[src/sv/hbfs_pkg.sv]
// Package for the heartbeat fault supervisor: word types, event codes,
// register indexes and the constants of the seconds conversion.
// No dependencies.
package hbfs_pkg;

    // Event kinds carried in the mode field.
    localparam logic [2:0] MODE_CHECK     = 3'd0;
    localparam logic [2:0] MODE_HEARTBEAT = 3'd1;
    localparam logic [2:0] MODE_CRC_ERR   = 3'd2;
    localparam logic [2:0] MODE_AUTH_FAIL = 3'd3;
    localparam logic [2:0] MODE_FAULT     = 3'd4;

    // Configuration register indexes.
    localparam int unsigned CFG_IDX_W = 8;
    localparam logic [CFG_IDX_W-1:0] REG_FAIL_SAFE_TIMEOUT = 8'd0;
    localparam logic [CFG_IDX_W-1:0] REG_DEGRADED_TIMEOUT  = 8'd1;
    localparam logic [CFG_IDX_W-1:0] REG_CRC_LIMIT         = 8'd2;
    localparam logic [CFG_IDX_W-1:0] REG_AUTH_LIMIT        = 8'd3;

    // Register reset values.
    localparam logic [31:0] FAIL_SAFE_TIMEOUT_RST = 32'd5000;
    localparam logic [31:0] DEGRADED_TIMEOUT_RST  = 32'd2000;
    localparam logic [7:0]  CRC_LIMIT_RST         = 8'd10;
    localparam logic [7:0]  AUTH_LIMIT_RST        = 8'd3;

    // Milliseconds to whole seconds, saturating at MISSED_MAX. Below the
    // saturation point elapsed fits in ELAPSED_W bits, and a multiply by a
    // rounded-up reciprocal gives the exact quotient over that range.
    localparam int unsigned MS_PER_SECOND = 1000;
    localparam logic [7:0]  MISSED_MAX    = 8'd255;
    localparam logic [31:0] SAT_ELAPSED   = 32'd255000;
    localparam int unsigned ELAPSED_W     = 18;
    localparam int unsigned RECIP_SHIFT   = 28;
    localparam int unsigned RECIP_W       = 19;
    localparam logic [RECIP_W-1:0] RECIP  =
        RECIP_W'(((64'd1 << RECIP_SHIFT) + MS_PER_SECOND - 1) / MS_PER_SECOND);
    localparam int unsigned PROD_W        = ELAPSED_W + RECIP_W;

    typedef struct packed {
        logic [2:0]  mode;
        logic [31:0] now_ms;
    } t_event;

    typedef struct packed {
        logic       fail_safe_active;
        logic       degraded_mode;
        logic [7:0] missed_seconds;
    } t_status;

endpackage

[src/sv/heartbeat_fault_supervisor_unit.sv]
// Top level of the heartbeat fault supervisor: input register, event update
// logic, supervisor state, configuration registers and result register.
// Depends on hbfs_pkg.

// The supervisor takes one event word per clock cycle while it does not
// raise o_stall and returns one status word for each event, in order. An
// accepted event is held in the input register. The update logic then
// applies it to the supervisor state and loads the resulting status into
// the output register, from which the status word is presented; a stall on
// the output can hold an event in the input register in between. With no
// stall on the output the sustained rate is one event per cycle. The update
// stage is the only place where state changes, so each event sees the state
// left by the one before it. The configuration port is always ready and
// writes take effect at once; they should be issued only while no event is
// in flight. The fail-safe trip clears only on reset.
module heartbeat_fault_supervisor_unit (
    input  logic                            i_clk,
    input  logic                            i_rst_n,
    // Event channel
    input  logic                            i_valid,
    output logic                            o_stall,
    input  hbfs_pkg::t_event                i_event,
    // Status channel
    output logic                            o_valid,
    input  logic                            i_stall,
    output hbfs_pkg::t_status               o_status,
    // Configuration write channel
    input  logic                            i_cfg_valid,
    output logic                            o_cfg_ready,
    input  logic [hbfs_pkg::CFG_IDX_W-1:0]  i_cfg_index,
    input  logic [31:0]                     i_cfg_data
);
    import hbfs_pkg::*;

    // Configuration registers.
    logic [31:0] r_fail_safe_timeout;
    logic [31:0] r_degraded_timeout;
    logic [7:0]  r_crc_limit;
    logic [7:0]  r_auth_limit;

    // Supervisor state.
    logic [31:0] r_last_hb, n_last_hb;
    logic [7:0]  r_missed, n_missed;
    logic        r_degraded, n_degraded;
    logic        r_trip, n_trip;
    logic [7:0]  r_crc_tally, n_crc_tally;
    logic [7:0]  r_auth_tally, n_auth_tally;

    // Pipeline registers.
    logic        r_in_valid;
    t_event      r_in;
    logic        r_out_valid;
    t_status     r_out;

    logic        advance;
    logic        fire;
    logic [31:0] elapsed;
    logic [PROD_W-1:0] prod;
    logic [7:0]  seconds;
    logic [7:0]  crc_inc;
    logic [7:0]  auth_inc;
    t_status     n_status;

    // The output register moves when it is empty or its word is taken; the
    // input register holds while the output side is blocked.
    assign advance     = !r_out_valid || !i_stall;
    assign fire        = r_in_valid && advance;
    assign o_stall     = r_in_valid && !advance;
    assign o_valid     = r_out_valid;
    assign o_status    = r_out;
    assign o_cfg_ready = 1'b1;

    // Elapsed time since the last heartbeat wraps at 32 bits. Past the
    // saturation point the seconds count is pinned; below it the quotient
    // by 1000 comes from the reciprocal multiply.
    assign elapsed  = r_in.now_ms - r_last_hb;
    assign prod     = PROD_W'(elapsed[ELAPSED_W-1:0]) * PROD_W'(RECIP);
    assign seconds  = (elapsed >= SAT_ELAPSED) ? MISSED_MAX : prod[RECIP_SHIFT +: 8];

    assign crc_inc  = (r_crc_tally == MISSED_MAX) ? r_crc_tally : r_crc_tally + 8'd1;
    assign auth_inc = (r_auth_tally == MISSED_MAX) ? r_auth_tally : r_auth_tally + 8'd1;

    always_comb begin
        n_last_hb    = r_last_hb;
        n_missed     = r_missed;
        n_degraded   = r_degraded;
        n_trip       = r_trip;
        n_crc_tally  = r_crc_tally;
        n_auth_tally = r_auth_tally;
        if (fire) begin
            case (r_in.mode)
                MODE_CHECK: begin
                    // A tripped supervisor ignores checks. A stored time of
                    // zero means the clock has not started yet.
                    if (!r_trip) begin
                        if (r_last_hb == 32'd0) begin
                            n_last_hb = r_in.now_ms;
                        end else if (elapsed >= r_fail_safe_timeout) begin
                            n_missed   = seconds;
                            n_trip     = 1'b1;
                            n_degraded = 1'b1;
                        end else if (elapsed >= r_degraded_timeout) begin
                            n_missed   = seconds;
                            n_degraded = 1'b1;
                        end else begin
                            n_degraded = 1'b0;
                        end
                    end
                end
                MODE_HEARTBEAT: begin
                    // Applies even when tripped; the trip itself stays.
                    n_last_hb  = r_in.now_ms;
                    n_missed   = 8'd0;
                    n_degraded = 1'b0;
                end
                MODE_CRC_ERR: begin
                    if (!r_trip) begin
                        n_crc_tally = crc_inc;
                        if (crc_inc >= r_crc_limit) begin
                            n_trip     = 1'b1;
                            n_degraded = 1'b1;
                        end
                    end
                end
                MODE_AUTH_FAIL: begin
                    if (!r_trip) begin
                        n_auth_tally = auth_inc;
                        if (auth_inc >= r_auth_limit) begin
                            n_trip     = 1'b1;
                            n_degraded = 1'b1;
                        end
                    end
                end
                MODE_FAULT: begin
                    n_trip     = 1'b1;
                    n_degraded = 1'b1;
                end
                default: begin
                    // Unused event codes leave the state as it is.
                end
            endcase
        end
    end

    always_comb begin
        n_status.fail_safe_active = n_trip;
        n_status.degraded_mode    = n_degraded;
        n_status.missed_seconds   = n_missed;
    end

    // Configuration registers.
    always_ff @(posedge i_clk) begin
        if (!i_rst_n) begin
            r_fail_safe_timeout <= FAIL_SAFE_TIMEOUT_RST;
            r_degraded_timeout  <= DEGRADED_TIMEOUT_RST;
            r_crc_limit         <= CRC_LIMIT_RST;
            r_auth_limit        <= AUTH_LIMIT_RST;
        end else if (i_cfg_valid && o_cfg_ready) begin
            unique case (i_cfg_index)
                REG_FAIL_SAFE_TIMEOUT: r_fail_safe_timeout <= i_cfg_data;
                REG_DEGRADED_TIMEOUT:  r_degraded_timeout  <= i_cfg_data;
                REG_CRC_LIMIT:         r_crc_limit         <= i_cfg_data[7:0];
                REG_AUTH_LIMIT:        r_auth_limit        <= i_cfg_data[7:0];
                default: begin
                    // Writes to other indexes are dropped.
                end
            endcase
        end
    end

    // Supervisor state and pipeline control.
    always_ff @(posedge i_clk) begin
        if (!i_rst_n) begin
            r_last_hb    <= 32'd0;
            r_missed     <= 8'd0;
            r_degraded   <= 1'b0;
            r_trip       <= 1'b0;
            r_crc_tally  <= 8'd0;
            r_auth_tally <= 8'd0;
            r_in_valid   <= 1'b0;
            r_out_valid  <= 1'b0;
        end else begin
            r_last_hb    <= n_last_hb;
            r_missed     <= n_missed;
            r_degraded   <= n_degraded;
            r_trip       <= n_trip;
            r_crc_tally  <= n_crc_tally;
            r_auth_tally <= n_auth_tally;
            if (!o_stall) begin
                r_in_valid <= i_valid;
            end
            if (advance) begin
                r_out_valid <= r_in_valid;
            end
        end
    end

    // Payload registers.
    always_ff @(posedge i_clk) begin
        if (!o_stall) begin
            r_in <= i_event;
        end
        if (fire) begin
            r_out <= n_status;
        end
    end

    // The trip is sticky until reset.
    a_trip_sticky: assert property (@(posedge i_clk) disable iff (!i_rst_n)
        r_trip |=> r_trip)
        else $error("fail-safe trip cleared without reset");

    // Error tallies never count down.
    a_tally_monotonic: assert property (@(posedge i_clk) disable iff (!i_rst_n)
        1'b1 |=> (r_crc_tally >= $past(r_crc_tally)) &&
                 (r_auth_tally >= $past(r_auth_tally)))
        else $error("error tally decreased");

    // An event held in the input register is not lost while the output waits.
    a_hold_event: assert property (@(posedge i_clk) disable iff (!i_rst_n)
        (r_in_valid && !advance) |=> r_in_valid && $stable(r_in))
        else $error("stalled event dropped or changed");

    // A heartbeat reports a clear degraded flag and zero missed seconds.
    a_heartbeat_clears: assert property (@(posedge i_clk) disable iff (!i_rst_n)
        (fire && r_in.mode == MODE_HEARTBEAT) |=>
            (o_valid && !o_status.degraded_mode && o_status.missed_seconds == 8'd0))
        else $error("heartbeat status not cleared");

    // An event that newly latches the trip also sets degraded.
    a_trip_degraded: assert property (@(posedge i_clk) disable iff (!i_rst_n)
        (fire && !r_trip && n_trip) |-> n_degraded)
        else $error("trip reported without degraded");

endmodule

[config.mk]
export PLATFORM = sky130hd
export DESIGN_NAME = heartbeat_fault_supervisor_unit
export DESIGN_NICKNAME = d
export VERILOG_FILES = /design/src/sv/hbfs_pkg.sv /design/src/sv/heartbeat_fault_supervisor_unit.sv
export SDC_FILE = /design/constraint.sdc
export NUM_CORES = 1
export LEC_CHECK = 0
export BUFFER_PORTS_ARGS = -buffer_cell sky130_fd_sc_hd__buf_2
export CORE_AREA = 5 5 229 231
export DETAILED_ROUTE_END_ITERATION = 7
export DIE_AREA = 0 0 234 236
export REMOVE_ABC_BUFFERS = 1
export SYNTH_ARGS = -nofsm -noshare
export SYNTH_HDL_FRONTEND = slang
export SYNTH_SLANG_ARGS = --single-unit
[constraint.sdc]
create_clock -name i_clk -period 7.4 [get_ports i_clk]
set_input_delay 0.37 -clock i_clk [delete_from_list [all_inputs] [get_ports i_clk]]
set_output_delay 0.37 -clock i_clk [all_outputs]
set_load 0.005 [all_outputs]
## Word level (Yosys, flattened, before mapping)

Cells that the tools add are included.

- Logic and storage cells: 86
- Input bits: 80
- Bits in registers: 185
- Output and inout port bits: 13

- Reductions and logical operators: 17
- Add/sub/neg operators: 3
- Bitwise gates (word level): 1
- Multiply operators: 1
- Magnitude comparators: 5
- Equal/unequal tests: 11
- Muxes and demuxes: 31

Operators by type and width:

| kind | number |
|---|---|
| >= comparator 32 bit | 2 |
| two-way mux 32 bit | 2 |
| two-way mux 8 bit | 8 |
| case mux 32 bit (2 select lines) | 1 |
| multiplier 18 x 17 -> 34 bit (second input constant) | 1 |
| >= comparator 32 x 18 -> 1 bit (second input constant) | 1 |
| logical NOT 32 bit | 1 |
| subtractor 32 bit | 1 |
| two-way mux 1 bit | 17 |
| adder 8 x 1 -> 8 bit (second input constant) | 2 |
| == test 8 x 2 -> 1 bit (second input constant) | 2 |
| == test 8 bit (second input constant) | 2 |
| >= comparator 8 bit | 2 |
| case mux 8 bit (2 select lines) | 1 |
| == test 8 x 1 -> 1 bit (second input constant) | 1 |
| logical NOT 8 bit | 1 |
| AND reduction 2 bit | 4 |
| == test 3 x 2 -> 1 bit (second input constant) | 2 |
| AND reduction 3 bit | 2 |
| case mux 1 bit (5 select lines) | 1 |
| inequality test 2 bit (second input constant) | 2 |
| case mux 1 bit (4 select lines) | 1 |
| AND reduction 4 bit | 1 |
| == test 3 x 1 -> 1 bit (second input constant) | 1 |
| 7 further kinds | 10 |

## Longest topological paths before layout

Gate-level depths: netlist (run 1).

- Depth in word-level cells: 9
- Depth in mapped cells: 30
- Gate-level depth less buffers: 30

## Least setup slack after synthesis (run 1)

OpenSTA, ideal clock, no wires.

- Kind: register -> register
- Start: register r_in[0] in the netlist's numbering
- End: register r_out, in the netlist o_status[7] (data pin)
- Library setup time: 0.167 ns
- Path buffers: 0
- Stages on the path, launching flop included: 30
- Data required time: 7.233 ns
- Arrival: 7.282 ns
- Slack: -0.050 ns
- Clock period less this slack: 7.450 ns
- Path through: edfxtp_1 -> inv_1 -> ha_1 -> inv_1 -> fa_1 -> a21o_1 -> a221oi_4 -> o21a_1 -> o21ai_0 -> a21o_1 -> a21o_1 -> xor2_1 -> ha_1 -> fa_1 -> fa_1 -> fa_1 -> inv_1 -> fa_1 -> inv_1 -> ha_1 -> a21o_1 -> a22o_1 -> o221ai_1 -> nor3b_1 -> a21oi_1 -> o41ai_1 -> o21a_1 -> nor2b_1 -> xnor2_1 -> a211oi_1

- Word-level cells in the longest chain between the ends: 9
- Elaborated cells between the ends (all ways): 12
- Classes of those cells: add/sub (1); mul (1); order compare (3); mux (7)

Ends and longest elaborated chain:

| item | line | source |
|---|---|---|
| start, declared | heartbeat_fault_supervisor_unit.sv:51 | `t_event r_in;` |
| start signal, assigned | heartbeat_fault_supervisor_unit.sv:201 | `r_in <= i_event;` |
| subtractor 32 bit (*) | heartbeat_fault_supervisor_unit.sv:76 | `assign elapsed = r_in.now_ms - r_last_hb;` |
| multiplier 18 x 17 -> 34 bit / >= comparator 32 x 18 -> 1 bit (equally long branches) | heartbeat_fault_supervisor_unit.sv:77, heartbeat_fault_supervisor_unit.sv:78 |  |
| two-way mux 8 bit | heartbeat_fault_supervisor_unit.sv:78 | `assign seconds = (elapsed >= SAT_ELAPSED) ? MISSED_MAX : prod[RECIP_SHIFT +: 8];` |
| two-way mux 8 bit | heartbeat_fault_supervisor_unit.sv:102 | `end else if (elapsed >= r_degraded_timeout) begin` |
| two-way mux 8 bit (*) | heartbeat_fault_supervisor_unit.sv:98 | `end else if (elapsed >= r_fail_safe_timeout) begin` |
| two-way mux 8 bit (*) | heartbeat_fault_supervisor_unit.sv:96 | `if (r_last_hb == 32'd0) begin` |
| two-way mux 8 bit (*) | heartbeat_fault_supervisor_unit.sv:95 | `if (!r_trip) begin` |
| case mux 8 bit (2 select lines) (*) | heartbeat_fault_supervisor_unit.sv:91 | `case (r_in.mode)` |
| two-way mux 8 bit (*) | heartbeat_fault_supervisor_unit.sv:90 | `if (fire) begin` |
| via n_missed[7] | heartbeat_fault_supervisor_unit.sv:43 | `logic [7:0] r_missed, n_missed;` |
| end signal, assigned | heartbeat_fault_supervisor_unit.sv:204 | `r_out <= n_status;` |
| end, declared | heartbeat_fault_supervisor_unit.sv:53 | `t_status r_out;` |

The timed path passes the listed nets; every way through them passes the cells marked *.
A chain may end at the register's enable or synchronous reset.

## Worst setup path after layout (run 1)

- Start: register r_in[0] in the netlist's numbering
- End: register r_out, in the netlist o_status[5] (data pin)

Same word-level chain as after synthesis.

==> out/metrics.yaml, run 1 <==
status: "finished clean"
synthCells: 1715
yosys.area.top_type: "ha_1"
cts_tree: "built"
worst_skew_pair.late_latency_ps: 450
post-route-min-period_ps: 7084
post-synth-top-count-cell: "ha_1"
dp_hpwl_mm: 31.89
cap_violations: 0
crit_buf_inv: 6
worstMarginPinSlew_ps: 1193
start_kind: "flip-flop"
worst-setup-path-type: "reg2reg"
synth_edf_count: 45
grt_pass1_wl_mm: 63.69
io_pins: 93
drc: 0
cellPowerDensity_nw_per_um2: 285.9
path_common_cell: "ha_1"
max-vdd-ir-drop_uv: 231.8
core-area_sq_um: 49860
synthFlopType: "dfxtp_1"
gp_congestion: 0.9057
numCtsBuffers: 17
utilization_pct: 34.36
max_freq_mhz: 141.2
routed_wl_mm: 39.77
crit_family: "adder cells"
vias: 12150
die_y_microns: 236
root_buffer: "clkbuf_16"
clock-sinks: 185
endpoint_kind: "flip-flop"
grt-ovfl-total: 0
fp-row-count: 82
layout.nets: 2205
slew_viol_final: 0
finalSetupViolations: 0
avgSynthCellArea_sq_um: 8.682
drive_gt1_share_pct: 12.00
tns_ps: 0
grt_max_degree: 92
p_total_mw: 4.899
viasPerCell: 4.841
fin_skew_ps: 19.43
synth_common_cells: "ha_1, inv_1, nand2_1"
hold_class: "in2reg"
antenna_left: 0
clkTransAtPathRegs_ps: 80
leakagePower_nw: 7.702
fp.dieW_microns: 234
clock_path_buffers: 2
h-tree-depth: 4
wire_per_inst_microns: 15.85
setup_ws_ps: 315.9
track_usage_pct: 14.38
ys_ff_latch: 185
synthArstFlopShare_pct: 0
antenna_found_initial: 5
yosys.cell_types.count: 79
crit_required_ps: 7580
grt_pass1_vias: 12130
crit_path_max_fanout: 7
start_util_pct: 29.86
relSlewSlack_pct: 20.44
die_area_sq_um: 55220
synth_area_leaders: "ha_1, dfxtp_1, edfxtp_1"
period_share_pct: 95.73
synth_top_cell_area_share_pct: 21.68
pre_cts_ws_ps: 17.43
max_stage_delay_ps: 530
port_buffers: 91
drtIter0Drc: 600
synth_seq_area_share_pct: 27.90
slowest_stage: "fa_1"
ys_warn_count: 0
r2r_setup_slack_ps: 320
arrival_ps: 7270
hold_violations: 0
syn_to_final_growth_pct: 15.08
synth_area_sq_um: 14890
drtPass1Iterations: 5
-- report_power, final --
group	switching (mW)	leakage [nW]	internal, mW	total (mW)
Combinational	1.63	5.82	1.29	2.92
Sequential	0.0174	1.59	1.06	1.07
Clock	0.441	0.288	0.465	0.906
Total	2.09	7.70	2.81	4.90
-- final cells by class --
| type | instances | area, sq um |
|---|---|---|
| fill | 5218 | 32730 |
| multi-input combinational | 1230 | 9786 |
| sequential | 185 | 4154 |
| inverter | 250 | 939.7 |
| tap | 672 | 840.8 |
| timing repair buffer | 136 | 825.8 |
| clock buffer | 19 | 452.9 |
| clock inverter | 13 | 125.1 |
| antenna | 4 | 10.01 |
-- cells by family (layout without fill, tap and decap cells) --
logic type / Yosys count / after routing / share of synthesized area, %
compound gates: 325 / 325 / 14.03
xor+xnor: 47 / 47 / 2.765
fa+ha+maj: 307 / 307 / 28.13
buf+inv: 300 / 418 / 7.597
flops: 185 / 185 / 27.90
mux: 62 / 62 / 4.202
other cells: 1 / 5 / 0.02519
simple gates: 488 / 488 / 15.34
-- registers in the layout, indices dropped and copies added, names as in the netlist --
| signal | flops |
|---|---|
| o_status | 10 |
| o_valid | 1 |
| r_auth_limit | 8 |
| r_auth_tally | 8 |
| r_crc_limit | 8 |
| r_crc_tally | 8 |
| r_degraded | 1 |
| r_degraded_timeout | 32 |
| r_fail_safe_timeout | 32 |
| r_in | 35 |
| r_in_valid | 1 |
| r_last_hb | 32 |
| r_missed | 8 |
| r_trip | 1 |
-- layer usage --
metal / up-vias / global-route usage, % / share of wire (%)
met4: 0 / 5.624 / 2.7
li1: 6103 / - / -
met2: 202 / 23.55 / 47
met1: 5785 / 18.83 / 46
met5: - / 0 / 0
met3: 57 / 2.489 / 3.9
-- worst register-to-register path, delay by kind of cell, from the launching register on --
kind / cells / cell delay, ps
adders and majority gates: 9 / 3080
xor gates and xnor gates: 2 / 510
and+or+nand+nor: 4 / 530
buffers and inverters: 6 / 830
AOI/OAI and AO/OA: 8 / 1500
DFF: 1 / 390
-- cells in the final DEF, fill, tap and decap left out, types with 45 or more instances in the layout --
cell      instances
a21oi_1         117
buf_2            91
dfxtp_1         140
edfxtp_1         45
fa_1             46
ha_1            254
inv_1           247
mux2i_1          58
nand2_1         190
nor2_1          128
o21ai_0          49
-- path summary, 6_finish.rpt --
kind	start	end	depth (start not counted)
worst min register to register	r_fail_safe_timeout[24]	r_fail_safe_timeout[24]	2
worst max-delay path	r_in[0]	o_status[5]	29
worst max register to register	r_in[0]	o_status[5]	29
worst min-delay path	i_event[14]	r_in[14]	1
-- metrics by stage --
step,hold WS (ps),cell area (sq um),cells
2_1_floorplan,431.9,14700,1665
3_3_place_gp,443.9,16300,2465
3_5_place_dp,447.3,16300,2465
4_1_cts,56.13,16890,2497
5_1_grt,61.31,17130,2509
6_report,83.51,17130,2509
-- timing repair --
item                       4_1_cts  5_1_grt
pin swaps                        0       24
hold buffers                     0        0
resized for setup                1       33
hold endpoints to repair         0        0
setup endpoints to repair        2       14
setup buffers                    0        8
Note: power is estimated with default switching activity, not from simulation.
==> run 2: changes to the inputs <==
- ABC_AREA: default -> 1
- CORE_AREA: 5 5 229 231 -> 5 5 232 234
- DIE_AREA: 0 0 234 236 -> 0 0 237 239
==> out/metrics.yaml, run 2 <==
status: "finished clean"
root_buffer: "clkbuf_16"
synth_area_leaders: "ha_1, dfxtp_1, inv_1"
finalSetupViolations: 0
post-route-min-period_ps: 6820
crit_required_ps: 7630
avgSynthCellArea_sq_um: 7.560
die_area_sq_um: 56640
layout.nets: 2499
track_usage_pct: 14.34
synthFlopType: "dfxtp_1"
slowest_stage: "fa_1"
p_total_mw: 6.302
clock_path_buffers: 2
ys_ff_latch: 185
synth_edf_count: 45
grt_pass1_wl_mm: 65.96
post-synth-top-count-cell: "inv_1"
path_common_cell: "inv_1"
relSlewSlack_pct: 27.48
crit_path_max_fanout: 8
dp_hpwl_mm: 33.43
r2r_setup_slack_ps: 580
fin_skew_ps: 16.70
gp_congestion: 0.8901
antenna_found_initial: 1
crit_start: "r_in[0]"
routed_wl_mm: 40.84
port_buffers: 91
endpoint: "o_status[6]"
endpoint_kind: "flip-flop"
max_stage_delay_ps: 550
yosys.cell_types.count: 48
whs_ps: 85.47
syn_to_final_growth_pct: 12.44
rsz0062_at_grt: "no"
io_pins: 93
slew_viol_final: 0
period_share_pct: 92.16
largest_register_ffs: 35
reg2reg_from: "r_in[0]"
r2r_cells: 31
viasPerCell: 4.732
die_y_microns: 239
hold_violations: 0
clock-sinks: 185
h-tree-depth: 4
cts_tree: "built"
grt_pass1_vias: 12890
tns_ps: 0
synthArstFlopShare_pct: 0
start_kind: "flip-flop"
numCtsBuffers: 17
hold_path_startpoint: "i_event[33]"
worstMarginPinSlew_ps: 1088
grt_max_degree: 120
start_util_pct: 29.53
vias: 13330
yosys.area.top_type: "ha_1"
worst-setup-path-type: "reg2reg"
drtPass1Iterations: 5
leakagePower_nw: 8.351
setup_ws_ps: 580.4
core-area_sq_um: 51810
pre_cts_ws_ps: 428.1
antenna_left: 0
max_freq_mhz: 146.6
grt-ovfl-total: 0
final_common_cell: "inv_1"
synth_common_cells: "inv_1, nand2_1, ha_1"
clkTransAtPathRegs_ps: 80
utilization_pct: 33.21
max-vdd-ir-drop_uv: 330.9
drtIter0Drc: 693
fp-row-count: 84
drive_gt1_share_pct: 7.945
cellPowerDensity_nw_per_um2: 366.3
arrival_ps: 7050
cts_setup_buffers: 0
layout_common_cells: "inv_1, nand2_1, ha_1, a21oi_1, o21ai_0"
worst_skew_pair.late_latency_ps: 460
cap_violations: 0
fp.dieW_microns: 237
drc: 0
ys_warn_count: 0
synth_area_sq_um: 15300
top_register: "r_in"
r2r_end: "o_status[6]"
synth_top_cell_area_share_pct: 21.10
wire_per_inst_microns: 14.50
synthCells: 2024
hold_class: "in2reg"
synth_seq_area_share_pct: 27.15
## run 2: cell count changes in the layout (fill, tap and decap cells not counted), sizes merged, moves of 14 or more
cell / delta
a21oi: +86
buf: -28
nand2: +150
and2: -16
o21ai: +107
nand4: +14
a21o: -23
mux2i: -58
nand3: +30
inv: +166
xnor2: -22
## run 2: worst min path at each step
stage          depth (start not counted)                endpoint  slack, ps
3_5_place_dp                           2  r_degraded_timeout[31]        460
3_3_place_gp                           2          r_crc_limit[0]        440
4_1_cts                                1                r_in[24]         60
6_report                               1                r_in[33]         90
5_1_grt                                1                r_in[24]         60
2_1_floorplan                          2          r_crc_limit[0]        430
## run 2: critical path, delay by kind of cell, from the launching register on
family / cells / cell delay [ps]
AOI/OAI and AO/OA: 5 / 950
buffers and inverters: 7 / 680
DFF: 1 / 370
and+or+nand+nor: 9 / 940
xor gates and xnor gates: 1 / 280
adders and majority gates: 9 / 3330
## run 2: cells by family after synthesis
group | share of synthesized area [%]
simple gates | 17.34
buf+inv | 11.28
compound gates | 15.36
fa+ha+maj | 27.24
flops | 27.15
xor+xnor | 1.603
other cells | 0.02451
## run 2: per-layer routing
metal	vias to the layer above	track usage, %	routed length [microns]
li1	6810	-	-
met1	6202	19.17	19060
met2	267	23.88	18660
met3	45	2.838	2387
met4	2	3.691	717
met5	-	0	20
## run 2: repair_timing
action | 4_1_cts | 5_1_grt
hold buffers | 0 | 0
resized for setup | 0 | 2
endpoints found under the hold margin | 0 | 0
setup endpoints to repair | 0 | 4
## run 2: stage by stage
step           instance area [sq um]  instances
6_report                       17210       2816
3_3_place_gp                   16610       2783
3_5_place_dp                   16610       2783
2_1_floorplan                  15160       1987
4_1_cts                        17190       2815
5_1_grt                        17200       2815
## run 2: power breakdown
part	internal [mW]	switching, mW
sequential	1.06	0.0155
clock	0.513	0.418
combinational	1.60	2.70
total	3.17	3.13
## run 2: layout make-up
| cell class | count | area, sq um |
|---|---|---|
| sequential | 185 | 4154 |
| antenna | 1 | 2.502 |
| tap | 688 | 860.8 |
| clock buffer | 24 | 503.0 |
| inverter | 422 | 1584 |
| timing repair buffer | 108 | 583.1 |
| multi-input combinational | 1380 | 9435 |
| fill | 5496 | 34610 |
| clock inverter | 8 | 82.58 |
